File: src/slrf_pkg.sv
// Shared types, widths and codes for the line-fit unit.
package slrf_pkg;

    // Sample and set-size limits, output width and fraction width.
    localparam int SAMPLE_W    = 16;
    localparam int MAX_SAMPLES = 4096;
    localparam int OUT_W       = 48;
    localparam int FRAC_W      = 16;

    // Derived widths of the running sums.
    localparam int CNT_W   = $clog2(MAX_SAMPLES + 1);
    localparam int SUM_W   = SAMPLE_W + CNT_W;
    localparam int PROD1_W = 2 * SAMPLE_W;
    localparam int SQ_W    = PROD1_W + CNT_W;

    // Derived widths of the cross-product engine.
    localparam int ACC_W  = SUM_W + SQ_W;
    localparam int A_LO_W = (SQ_W + 1) / 2;
    localparam int A_HI_W = SQ_W - A_LO_W;
    localparam int HALF_W = A_LO_W + 1;
    localparam int PROD_W = SUM_W + HALF_W;

    // Derived widths of the divider.
    localparam int DVD_W     = ACC_W + FRAC_W;
    localparam int Q_W       = OUT_W + 1;
    localparam int DIV_CNT_W = $clog2(DVD_W);

    // Product sequence: two partial products per term.
    localparam int NUM_TERMS = 6;
    localparam int TERM_W    = 3;
    localparam int STEP_W    = TERM_W + 1;
    localparam int NUM_STEPS = 2 * NUM_TERMS;

    // Term codes; odd terms are subtracted.
    localparam logic [TERM_W-1:0] TERM_N_SXX  = 3'd0;
    localparam logic [TERM_W-1:0] TERM_SX_SX  = 3'd1;
    localparam logic [TERM_W-1:0] TERM_N_SXY  = 3'd2;
    localparam logic [TERM_W-1:0] TERM_SX_SY  = 3'd3;
    localparam logic [TERM_W-1:0] TERM_SY_SXX = 3'd4;
    localparam logic [TERM_W-1:0] TERM_SX_SXY = 3'd5;

    // Destination codes for finished term pairs.
    localparam int DEST_W = 2;
    localparam logic [DEST_W-1:0] DEST_DEN   = 2'd0;
    localparam logic [DEST_W-1:0] DEST_NUM_S = 2'd1;
    localparam logic [DEST_W-1:0] DEST_NUM_I = 2'd2;

    // Fit status codes.
    localparam logic [1:0] FIT_OK        = 2'd0;
    localparam logic [1:0] FIT_NO_SPREAD = 2'd1;
    localparam logic [1:0] FIT_DROPPED   = 2'd2;
    localparam logic [1:0] FIT_SATURATED = 2'd3;

    // Output limits.
    localparam logic [OUT_W-1:0] OUT_MAX = {1'b0, {(OUT_W-1){1'b1}}};
    localparam logic [OUT_W-1:0] OUT_MIN = {1'b1, {(OUT_W-1){1'b0}}};

    typedef struct packed {
        logic signed [SAMPLE_W-1:0] x_value;
        logic signed [SAMPLE_W-1:0] y_value;
        logic                       last_sample;
    } t_sample_req;

    typedef struct packed {
        logic signed [OUT_W-1:0] slope;
        logic signed [OUT_W-1:0] intercept;
        logic [1:0]              fit_status;
    } t_fit_req;

    typedef struct packed {
        logic              sample_accept;
        logic              mac_valid;
        logic [STEP_W-1:0] mac_step;
        logic              div_start;
        logic              div_icpt;
        logic              load_result;
    } t_ctrl_cmd;

    typedef struct packed {
        logic den_zero;
        logic div_done;
        logic out_free;
    } t_dp_status;

endpackage

File: src/slrf_ctrl.sv
// Controller state machine of the line-fit unit.
module slrf_ctrl (
    input  logic                    i_clk,
    input  logic                    i_rst_n,
    input  logic                    i_sample_valid,
    input  logic                    i_last,
    input  slrf_pkg::t_dp_status    i_status,
    output slrf_pkg::t_ctrl_cmd     o_cmd,
    output logic                    o_sample_stall
);

    localparam logic [2:0] ST_ACCUM  = 3'd0;
    localparam logic [2:0] ST_MAC    = 3'd1;
    localparam logic [2:0] ST_DRAIN  = 3'd2;
    localparam logic [2:0] ST_DIV_S  = 3'd3;
    localparam logic [2:0] ST_DIV_I  = 3'd4;
    localparam logic [2:0] ST_FINISH = 3'd5;

    logic [2:0]                     r_state;
    logic [2:0]                     n_state;
    logic [slrf_pkg::STEP_W-1:0]    r_step;
    logic [slrf_pkg::STEP_W-1:0]    n_step;
    logic                           accept;

    assign accept         = i_sample_valid && (r_state == ST_ACCUM);
    assign o_sample_stall = (r_state != ST_ACCUM);

    // Next state and commands.
    always_comb begin
        n_state = r_state;
        n_step  = r_step;
        o_cmd   = '0;
        case (r_state)
            ST_ACCUM: begin
                o_cmd.sample_accept = accept;
                if (accept && i_last) begin
                    n_state = ST_MAC;
                    n_step  = '0;
                end
            end
            ST_MAC: begin
                o_cmd.mac_valid = 1'b1;
                o_cmd.mac_step  = r_step;
                if (r_step == slrf_pkg::STEP_W'(slrf_pkg::NUM_STEPS - 1)) begin
                    n_state = ST_DRAIN;
                end else begin
                    n_step = r_step + 1'b1;
                end
            end
            ST_DRAIN: begin
                if (i_status.den_zero) begin
                    n_state = ST_FINISH;
                end else begin
                    o_cmd.div_start = 1'b1;
                    n_state         = ST_DIV_S;
                end
            end
            ST_DIV_S: begin
                if (i_status.div_done) begin
                    o_cmd.div_start = 1'b1;
                    o_cmd.div_icpt  = 1'b1;
                    n_state         = ST_DIV_I;
                end
            end
            ST_DIV_I: begin
                if (i_status.div_done) begin
                    n_state = ST_FINISH;
                end
            end
            ST_FINISH: begin
                if (i_status.out_free) begin
                    o_cmd.load_result = 1'b1;
                    n_state           = ST_ACCUM;
                end
            end
            default: begin
                n_state = ST_ACCUM;
            end
        endcase
    end

    always_ff @(posedge i_clk) begin
        if (!i_rst_n) begin
            r_state <= ST_ACCUM;
            r_step  <= '0;
        end else begin
            r_state <= n_state;
            r_step  <= n_step;
        end
    end

endmodule
File: config.mk
export PLATFORM = sky130hd
export DESIGN_NAME = slrf_ctrl
export DESIGN_NICKNAME = d
export VERILOG_FILES = /design/src/slrf_pkg.sv /design/src/slrf_ctrl.sv
export SDC_FILE = /design/constraint.sdc
export NUM_CORES = 1
export LEC_CHECK = 0
export BUFFER_PORTS_ARGS = -buffer_cell sky130_fd_sc_hd__buf_2
export CAP_MARGIN = 20
export CORE_AREA = 2 2 39 41
export DETAILED_ROUTE_END_ITERATION = 8
export DIE_AREA = 0 0 41 43
export HOLD_SLACK_MARGIN = 0.08
export MAX_ROUTING_LAYER = met4
export PLACE_DENSITY = 0.66
export SLEW_MARGIN = 10
export SYNTH_ARGS = -nofsm -noshare
export SYNTH_HDL_FRONTEND = slang
export SYNTH_SLANG_ARGS = --single-unit
File: constraint.sdc
create_clock -name i_clk -period 1.5 [get_ports i_clk]
set_clock_uncertainty 0.05 [all_clocks]
set_input_delay 0.075 -clock i_clk [delete_from_list [all_inputs] [get_ports i_clk]]
set_output_delay 0.075 -clock i_clk [all_outputs]
set_load 0.05 [all_outputs]
## After elaboration in Yosys (flattened, before gate mapping)

Cells that the tools add are included.
W data, S select, Z words.

- Flip-flop bits (word level): 7
- Logic and storage cells: 40

- Add/sub/neg operators: 1
- Multiplexer cells: 18
- Eq/ne operators: 12
- Reduce and logical (&&, ||, !) cells: 7

Operators with widths:

| kind | number |
|---|---|
| $mux W3 | 6 |
| $pmux W3 S6 | 1 |
| $ne A2 B2 Y1 const B | 5 |
| $mux W4 | 2 |
| $pmux W4 S2 | 1 |
| $eq A3 B2 Y1 const B | 2 |
| $eq A3 B3 Y1 const B | 2 |
| $mux W1 | 5 |
| $mux W5 | 1 |
| $reduce_and A5 Y1 | 1 |
| $add A4 B1 Y4 const B | 1 |
| $eq A4 B4 Y1 const B | 1 |
| $eq A3 B1 Y1 const B | 1 |
| $logic_not A3 Y1 | 1 |
| $reduce_and A3 Y1 | 1 |
| $reduce_bool A3 Y1 | 1 |
| $logic_and A1 B1 Y1 | 2 |
| $mux W2 | 1 |
| $ne A2 B1 Y1 const B | 1 |
| $pmux W1 S2 | 1 |
| $reduce_bool A2 Y1 | 1 |

## Depth between registers and ports, before layout

Gate-level depths: netlist (run 1).

- Depth after elaboration: 5
- Mapped depth: 5
- Gate-level depth less buffers: 5

## Worst setup path before layout (run 1)

OpenSTA, ideal clock, no wires.

- Path type: reg-to-reg
- Start point: register r_state[1]
- End point: register r_step[0] (netlist bit)
- Setup slack: -785 ps
- Path buffers: 1
- Stages on the path, launching flop included: 6
- Period minus slack after synthesis: 2,285 ps
- Arrival time: 2,120 ps
- Path through: dfxtp_1 -> buf_2 -> or3_1 -> nor2_1 -> a21o_1 -> nor2_1

- Longest elaborated chain between the ends: 5
- Elaborated cells on any way between the ends: 9
- Those cells by class: eq/ne: 3; mux: 1; reduce/logical: 5

RTL lines:

| item | RTL line | source |
|---|---|---|
| start, declared | slrf_ctrl.sv:19 | `logic [2:0] r_state;` |
| start signal, assigned | slrf_ctrl.sv:87 | `r_state <= n_state;` |
| $logic_not A3 Y1 | slrf_ctrl.sv:25, slrf_ctrl.sv:33 |  |
| $logic_and A1 B1 Y1 | slrf_ctrl.sv:25 | `assign accept = i_sample_valid && (r_state == ST_ACCUM);` |
| $logic_and A1 B1 Y1 | slrf_ctrl.sv:36 | `if (accept && i_last) begin` |
| $ne A2 B1 Y1 (no source line) | - |  |
| $reduce_and A3 Y1 (no source line) | - |  |
| end signal, assigned | slrf_ctrl.sv:88 | `r_step <= n_step;` |
| end, declared | slrf_ctrl.sv:21 | `logic [slrf_pkg::STEP_W-1:0] r_step;` |

Parallel ways exist; a longest one is shown, timed or not.
A chain may end at the register's enable or synchronous reset.

==> results.md, run 1 <==
* Total iterations of the first detailed-routing run at 3
* Post-DP HPWL at 772.2 µm
* Vias in the first global route at 402
* Status: finished, final reports clean
* Req. time, crit path at about 1400 ps
* Chip height at 43 µm
* Rel. slew slack at 0.8325
* Remaining DRCs at 0
* Post-route clock period utilization at 0.9846
* Worst R2R Setup Slack at about 110 ps
* Tmin final at roughly 1500 ps
* Initial antenna violation count at 0
* # IOs at 17
* Gr usage total at 0.1405
* Final Instance Area at ~710 µm²
* Most common cell after layout, fill and taps aside: buf_2
* Post-DRT Antenna Nets at 0
* Via density at 4.765
* Post-layout power at 0.5893 mW
* Post-synth EDFFs at 0
* Power per Cell Area at roughly 830 nW/µm²
* Slew Limit Fails at 0
* Fraction of layout cells with a size suffix above 1 at 0.4512
* Setup crit end kind: primary output
* Pleak at around 0.32 nW
* Antenna diode count at 0
* Die area at ~1800 µm²
* CP Max Fanout at 7
* Core area at 1384 µm²
* Largest net degree at the start of global routing at 13
* Clock Latency Late Sink at roughly 250 ps
* First-pass GRT wire length at around 1600 µm
* Synth cell types at 29
* Post-DP Area at 599.3 µm²
* Setup Crit Path Kind: reg -> out
* Crit path buffers/inverters at 2
* Fill cells at 145
* Syn_nets at 66
* Startpoint Class: flop
* DR vias at between 400 and 500
* Final hold vios at 0
* CTS clk-pin slew, worst paths at 60 ps
* Maximum clock rate at 677.1 MHz
* Seq/Total Area, Yosys at 0.2971
* Synth warn at 0
* Max-cap violations at 0
* Max stage delay cell, worst path: dfxtp_4
* CTS Buffer Depth at 2
* Area Overhead vs Synth at 50.13%
* Clock Root Buffer: clkbuf_4
* Syn Std Cell Area at 471.7 µm²
* Most frequent cells in the layout: buf_2, nor2_1, buf_6
* Wire length per cell at 11.06 µm
* Syn avg cell area at between 8 and 9 µm²
* Final cell utilization of the core at 0.5118
* Port Buffers at 16
* Cell count after synthesis at 58
* Initial drt markers at 7
* Setup-failing EPs final at 0
* Final nets at about 90
* Worst-path cell chain: buf_6 -> or3_4 -> nor2_4 -> buf_8
* Row Count at 14
* Starting Density at 0.3409
* Final TNS setup at 0 ps
* CP max stage delay at between 300 and 400 ps
* Worst path top cell family by delay: simple AND/OR/NAND/NOR gates
* Overflow after GRT at 0
* Least-Margin Pin Slew at 253.1 ps
* Die X at 41 µm
* Crit path DAT at ~1400 ps
* Post-Route WL at 1084 µm
* CTS H-Tree Depth at 1
* Max IR drop VDD at 0.0004699 V
* Num CTS Buffers at 3
* Ys flop type: dfxtp_1
* TritonCTS clock tree: yes
* #FFs+latches synth at 7
* HP Class: in -> reg
* Synth async-reset ratio at 0
* Clk sinks at 7
* Gpl congestion at approximately 0.68
* RSZ-0062 raised after global routing: true
[through the flow]
step | setup WS (ps) | hold WS [ps] | instances
after CTS | 1.882 | 155.8 | 95
after detailed placement | 51.94 | 314.7 | 90
after floorplan | -205.4 | 187.5 | 58
after global routing | -22.39 | 166.1 | 98
after global placement | 80.11 | 307.9 | 90
final | 23.13 | 151.4 | 98
[synth_stat cells (all sizes together), types with 2 or more instances]
cell type | number | share of area
nor2 | 10 | 0.080
dfxtp | 7 | 0.30
nand2 | 5 | 0.056
a21oi | 4 | 0.042
and2 | 4 | 0.053
nor3b | 3 | 0.072
and2b | 2 | 0.032
buf | 2 | 0.034
inv | 2 | 0.016
nand2b | 2 | 0.027
xor2 | 2 | 0.037
[final cells by class]
| class | instances | area, µm² | area share |
|---|---|---|---|
| Multi-Input combinational cell | 47 | 335.3 | 0.4735 |
| Timing Repair Buffer | 22 | 172.7 | 0.2438 |
| Sequential cell | 7 | 146.4 | 0.2067 |
| Clock buffer | 4 | 26.28 | 0.03710 |
| Tap cell | 16 | 20.02 | 0.02827 |
| Inverter | 2 | 7.507 | 0.01060 |
[where the power goes]
part           internal (mW)  switching (mW)  total, mW
registers              0.196          0.0125      0.209
clock network          0.102          0.0704      0.172
logic                 0.0983           0.110      0.208
total                  0.396           0.193      0.589
[layer usage]
metal,vias to the layer above,track usage,wire [µm]
li1,247,-,-
met1,202,0.1694,494
met2,16,0.2063,497
met3,2,0.03141,85
met4,0,0.08000,7
met5,-,-,0
[worst min-delay path, cell delays in order]
cell and delay (ps):
buf_2 90, a21o_1 180, nor2_1 70
[sequential cells by signal, indices dropped and copies added, names as in the netlist]
signal   cells
r_step       4
r_state      3
[repair_timing]
action / in CTS / in global routing
setup buffers: 0 / 3
pin swaps: 0 / 1
resized for setup: 8 / 10
gates cloned: 0 / 0
endpoints found under the setup margin: 5 / 8
hold buffers: 1 / 0
endpoints found under the hold margin: 3 / 0
[worst paths after layout]
| path | startpoint | end | cells after the start |
|---|---|---|---|
| worst max register to register | r_step[1]$_SDFFE_PN0P_ | r_state[0]$_SDFFE_PN0P_ | 5 |
| worst min register to register | r_step[3]$_SDFFE_PN0P_ | r_step[3]$_SDFFE_PN0P_ | 2 |
| worst min-delay path | i_last | r_step[0]$_SDFFE_PN0P_ | 3 |
| worst max-delay path | r_state[0]$_SDFFE_PN0P_ | o_cmd[8] | 4 |
[logic make-up after synthesis]
family          count (synthesis)  synth area share
fa+ha+maj                       1           0.02652
compound gates                 10            0.1433
buf+inv                         4           0.05039
flops                           7            0.2971
simple gates                   32            0.4058
mux                             1           0.02122
xor+xnor                        3           0.05571
No activity file was read; power rests on OpenSTA's default activity.
==> run 2: changes to the inputs <==
BUFFER_PORTS_ARGS = not set   (was -buffer_cell sky130_fd_sc_hd__buf_2)
DONT_BUFFER_PORTS = 1   (was not set)
PLACE_DENSITY = 0.55   (was 0.66)
==> results.md, run 2 (synthesized netlist as in run 1, its figures left out) <==
* CTS Buffer Depth at 2 (unchanged)
* Gpl congestion at 0.6464 (was 0.6834)
* CP Max Fanout at 12 (was 7)
* Worst hold start: i_status[1] (was i_last)
* Fraction of layout cells with a size suffix above 1 at 0.3699 (was 0.4512)
* Status: finished, final reports clean (unchanged)
* Reg2Reg Launch Point: r_state[0]$_SDFFE_PN0P_ (was r_step[1]$_SDFFE_PN0P_)
* Maximum clock rate at 692.5 MHz (was 677.1 MHz)
* Rel. slew slack at 0.8388 (was 0.8325)
* Post-Route WL at 1044 µm (was 1084 µm)
* Most frequent cells in the layout: nor2_1, buf_4 (was buf_2, nor2_1, buf_6)
* Clock Root Buffer: clkbuf_4 (unchanged)
* Power per Cell Area at 878.6 nW/µm² (was 832.1 nW/µm²)
* CTS H-Tree Depth at 1 (unchanged)
* Final WS setup at 55.91 ps (was 23.13 ps)
* Die area at 1763 µm² (unchanged)
* Setup crit end kind: primary output (unchanged)
* RSZ-0062 raised after global routing: false (was true)
* Crit path DAT at 1320 ps (was 1350 ps)
* Post-DRT Antenna Nets at 0 (unchanged)
* Post-DP HPWL at 703.7 µm (was 772.2 µm)
* Setup Crit Path Kind: reg -> out (unchanged)
* Most flops, register: r_step (unchanged)
* # IOs at 17 (unchanged)
* Number of flip-flops under the largest register name at 4 (unchanged)
* Wire length per cell at 11.73 µm (was 11.06 µm)
* HP Class: in -> reg (unchanged)
* Slew Limit Fails at 0 (unchanged)
* Startpoint Class: flop (unchanged)
* Pleak at 0.2717 nW (was 0.3188 nW)
* Area Overhead vs Synth at 39.79% (was 50.13%)
* Die X at 41 µm (unchanged)
* Setup-failing EPs final at 0 (unchanged)
* Post-route clock period utilization at 0.9627 (was 0.9846)
* DR vias at 445 (was 467)
* Most common cell after layout, fill and taps aside: nor2_1 (was buf_2)
* TritonCTS clock tree: yes (unchanged)
* Least-Margin Pin Slew at 241.5 ps (was 253.1 ps)
* Largest registers: r_step x4, r_state x3 (unchanged)
* Chip height at 43 µm (unchanged)
* Clk sinks at 7 (unchanged)
* Max IR drop VDD at 0.0004236 V (was 0.0004699 V)
* CTS clk-pin slew, worst paths at 50 ps (was 60 ps)
* Tmin final at 1444 ps (was 1477 ps)
* Final hold vios at 0 (unchanged)
* First-pass GRT wire length at 1614 µm (was 1649 µm)
* Clock Latency Late Sink at 250 ps (about the same)
* Req. time, crit path at 1370 ps (about the same)
* Met2 GRT Util at 0.2063 (unchanged)
* Vias in the first global route at 371 (was 402)
* Initial antenna violation count at 0 (unchanged)
* Starting Density at 0.3409 (unchanged)
* Largest net degree at the start of global routing at 13 (unchanged)
* Post-DP Area at 564.3 µm² (was 599.3 µm²)
* Row Count at 14 (unchanged)
* Final nets at 82 (was 91)
* Remaining DRCs at 0 (unchanged)
* Initial drt markers at 3 (was 7)
* Met3 GRT Util at 0.03141 (unchanged)
* Core area at 1384 µm² (unchanged)
* Max-cap violations at 0 (unchanged)
* Port Buffers at 0 (was 16)
* Final Instance Area at 659.4 µm² (was 708.2 µm²)
* Num CTS Buffers at 3 (unchanged)
* Gr usage total at 0.1455 (was 0.1405)
* Pre-CTS setup slack at 61.29 ps (was 51.94 ps)
* Overflow after GRT at 0 (unchanged)
* Total iterations of the first detailed-routing run at 4 (was 3)
* Antenna diode count at 0 (unchanged)
* Met1 global-route usage at 0.1656 (was 0.1694)
* Via density at 5.000 (was 4.765)
* Critical Path Source: r_state[0]$_SDFFE_PN0P_ (unchanged)
* GR peak layer: met2 (unchanged)
==> run 2: layer usage <==
layer  share of wire  vias to the layer above  wire length (µm)
met3           0.072                        5                75
met4           0.029                        0                30
met1            0.42                      196               443
met5               0                        -                 0
li1                -                      229                 -
met2            0.47                       15               495
==> run 2: metrics by stage <==
| stage | TNS (ps) | total power, mW | hold WS [ps] | instances | utilization |
|---|---|---|---|---|---|
| 2_1_floorplan | -1217 | 0.3482 | 187.5 | 58 | - |
| 3_3_place_gp | 0 | 0.3817 | 221.6 | 80 | 0.4078 |
| 3_5_place_dp | 0 | 0.3812 | 229.5 | 80 | 0.4078 |
| 4_1_cts | -240.3 | 0.5683 | 111.9 | 88 | 0.4584 |
| 5_1_grt | 0 | 0.6141 | 130.0 | 89 | 0.4765 |
| 6_report | 0 | 0.5793 | 117.7 | 89 | 0.4765 |
==> run 2: layout make-up <==
class,count,area [µm²]
Multi-Input combinational cell,47,342.8
Sequential cell,7,147.6
Fill cell,138,724.4
Inverter,2,7.507
Tap cell,16,20.02
Clock buffer,4,26.28
Timing Repair Buffer,13,115.1
==> run 2: repair_timing <==
action,CTS,global route
gates cloned,0,0
pin swaps,0,1
hold buffers,4,0
setup buffers,0,1
endpoints found under the setup margin,5,8
hold endpoints to repair,7,0
gates resized for setup,1,10
==> run 2: worst paths after layout <==
check                                 end  slack [ps]  cells after the start
setup / recovery                 o_cmd[5]          60                      3
hold / removal    r_state[2]$_SDFFE_PN0P_         120                      3
setup reg to reg  r_state[0]$_SDFFE_PN0P_         130                      4
hold reg to reg    r_step[1]$_SDFFE_PN0P_         480                      2
==> run 2: worst max-delay path, cell delays in order (launching register included) <==
cell and delay, ps:
dfxtp_4 410, nor3b_4 230, buf_4 180, and2_4 240
==> run 2: where the power goes <==
part,switching [mW],internal (mW)
combinational,0.103,0.0873
clock,0.0744,0.102
sequential,0.0159,0.197
total,0.194,0.386
==> run 3: changes to the inputs <==
CORE_AREA = not set   (was 2 2 39 41)
CORE_MARGIN = 1   (was not set)
CORE_UTILIZATION = 35   (was not set)
DIE_AREA = not set   (was 0 0 41 43)
PLACE_DENSITY = 0.58   (was 0.55)
TNS_END_PERCENT = 20   (was not set)
==> results.md, run 3 (synthesized netlist as in run 1, its figures left out) <==
* Status: finished, final reports clean (unchanged)
* Worst-path cell chain: nor3b_4 -> buf_6 -> and2_1 -> buf_12 (was nor3b_4 -> buf_4 -> and2_4)
* HP Class: in -> reg (unchanged)
* Sw Ratio at 0.3315 (was 0.3340)
* Core area at 1171 µm² (was 1384 µm²)
* Max stage delay cell, worst path: dfxtp_4 (unchanged)
* DR vias at 457 (was 445)
* Final WS setup at 43.12 ps (was 55.91 ps)
* # IOs at 17 (unchanged)
* Slew Limit Fails at 0 (unchanged)
* Worst path top cell family by delay: flip-flops (was simple AND/OR/NAND/NOR gates)
* Rel. slew slack at 0.8079 (was 0.8388)
* Die X at 38.71 µm (was 41 µm)
* Total iterations of the first detailed-routing run at 4 (unchanged)
* Least-Margin Pin Slew at 287.6 ps (was 241.5 ps)
* Crit path buffers/inverters at 2 (was 1)
* Post-DP Area at 631.9 µm² (was 564.3 µm²)
* Max-cap violations at 0 (unchanged)
* Pleak at 0.3017 nW (was 0.2717 nW)
* Row Count at 12 (was 14)
* Num CTS Buffers at 3 (unchanged)
* Clock Root Buffer: clkbuf_4 (unchanged)
* Largest registers: r_step x4, r_state x3 (unchanged)
* RSZ-0062 raised after global routing: true (was false)
* Final cell utilization of the core at 0.6218 (was 0.4765)
* Net Switching at 0.1953 mW (was 0.1935 mW)
* Setup Crit Path Kind: reg -> out (unchanged)
* Req. time, crit path at 1370 ps (about the same)
* Finished Layout Cells at 91 (was 89)
* Port Buffers at 0 (unchanged)
* Final TNS setup at 0 ps (unchanged)
* CTS Buffer Depth at 2 (unchanged)
* Tmin final at 1457 ps (was 1444 ps)
* Final hold vios at 0 (unchanged)
* First-pass GRT wire length at 1738 µm (was 1614 µm)
* Maximum clock rate at 686.4 MHz (was 692.5 MHz)
* CP Max Fanout at 9 (was 12)
* Remaining DRCs at 0 (unchanged)
* Gr usage total at 0.1826 (was 0.1455)
* Chip height at 38.71 µm (was 43 µm)
* CP max stage delay at 400 ps (was 410 ps)
* Most flops, register: r_step (unchanged)
* Number of flip-flops under the largest register name at 4 (unchanged)
* Worst R2R Setup Slack at 70 ps (was 130 ps)
* Combinational share of power at 0.344 (was 0.329)
* P_int at 0.3938 mW (was 0.3858 mW)
* Final nets at 86 (was 82)
* Pre-CTS setup slack at 46.90 ps (was 61.29 ps)
* Gpl congestion at 0.6916 (was 0.6464)
* Setup crit end kind: primary output (unchanged)
* Post-Route WL at 1038 µm (was 1044 µm)
* Placed Instances at 82 (was 80)
* TritonCTS clock tree: yes (unchanged)
* Startpoint Class: flop (unchanged)
* Via density at 5.022 (was 5.000)
* Power per Cell Area at 808.9 nW/µm² (was 878.6 nW/µm²)
* Initial drt markers at 8 (was 3)
* Post-DRT Antenna Nets at 0 (unchanged)
* Post-route clock period utilization at 0.9713 (was 0.9627)
* CTS clk-pin slew, worst paths at 50 ps (about the same)
* Area Overhead vs Synth at 54.38% (was 39.79%)
* Antenna diode count at 0 (unchanged)
* Fill cells at 106 (was 138)
* CTS H-Tree Depth at 1 (unchanged)
* Die area at 1498 µm² (was 1763 µm²)
* Setup-failing EPs final at 0 (unchanged)
* Most frequent cells in the layout: nor2_1, buf_4 (unchanged)
* Most common cell after layout, fill and taps aside: nor2_1 (unchanged)
* Vias in the first global route at 383 (was 371)
* Clk sinks at 7 (unchanged)
* Crit path DAT at 1330 ps (was 1320 ps)
* Max IR drop VDD at 0.0004884 V (was 0.0004236 V)
* Clk pwr share at 0.299 (was 0.304)
* Largest net degree at the start of global routing at 13 (unchanged)
* Overflow after GRT at 0 (unchanged)
* Flop pwr share at 0.357 (was 0.367)
* Starting Density at 0.4028 (was 0.3409)
* Clock Latency Late Sink at 260 ps (was 250 ps)
* Wire length per cell at 11.41 µm (was 11.73 µm)
* Initial antenna violation count at 0 (unchanged)
* Post-DP HPWL at 734.4 µm (was 703.7 µm)
* Final Instance Area at 728.2 µm² (was 659.4 µm²)
* Fraction of layout cells with a size suffix above 1 at 0.3377 (was 0.3699)
run 3: cell count changes in the layout (fill, tap and decap cells not counted):
cell     delta
ha_1        +1
and2_1      +4
buf_12      +4
ha_2        -1
and2_4      -4
nor3b_1     +1
o31ai_2     +1
buf_6       +1
nor3b_2     -1
o31ai_1     -1
buf_4       -1
run 3: final timing paths:
check                          start                      end  cells past startpoint
min reg2reg   r_step[1]$_SDFFE_PN0P_   r_step[1]$_SDFFE_PN0P_                      2
min                      i_status[1]  r_state[2]$_SDFFE_PN0P_                      3
max          r_state[0]$_SDFFE_PN0P_                 o_cmd[4]                      4
max reg2reg  r_state[0]$_SDFFE_PN0P_  r_state[0]$_SDFFE_PN0P_                      5
run 3: final cells by class:
class / count / area, µm² / share of cell area
multi-input cells: 47 / 330.3 / 0.4536
repair buffers: 17 / 198.9 / 0.2732
flip-flops and latches: 7 / 147.6 / 0.2027
clock buffers: 4 / 26.28 / 0.03608
well taps: 14 / 17.52 / 0.02405
inverters: 2 / 7.507 / 0.01031
run 3: metal layers:
layer  vias to the layer above  track usage  wire length [µm]
met1                       205       0.2474               537
li1                        239            -                 -
met2                        11       0.2250               438
met3                         2      0.08671                51
met4                         0      0.07759                11
met5                         -            -                 0
run 3: repair_timing:
action / CTS / global route
endpoints found under the hold margin: 7 / 0
buffers inserted: 0 / 1
resized for setup: 3 / 5
pin swaps: 0 / 0
hold buffers: 4 / 0
endpoints found under the setup margin: 5 / 7
gates cloned: 0 / 0
run 3: power groups by stage:
stage	Clock, mW	Sequential (mW)	Combinational (mW)
after global routing	0.201	0.212	0.216
after CTS	0.185	0.212	0.185
after global placement	0	0.216	0.170
after floorplan	0	0.207	0.141
after detailed placement	0	0.216	0.171
final	0.176	0.210	0.202
run 3: metrics by stage:
step,power (mW),hold WS [ps]
after floorplan,0.3475,187.5
after global placement,0.3860,224.0
after detailed placement,0.3867,227.9
after CTS,0.5820,92.06
after global routing,0.6285,136.1
final,0.5890,92.63
run 3: worst register-to-register path, cell delays in order (launching register included):
cell     delay, ps
dfxtp_4        400
buf_4          140
a211o_1         90
a21oi_1         70
or4b_1         470
a21oi_1        140
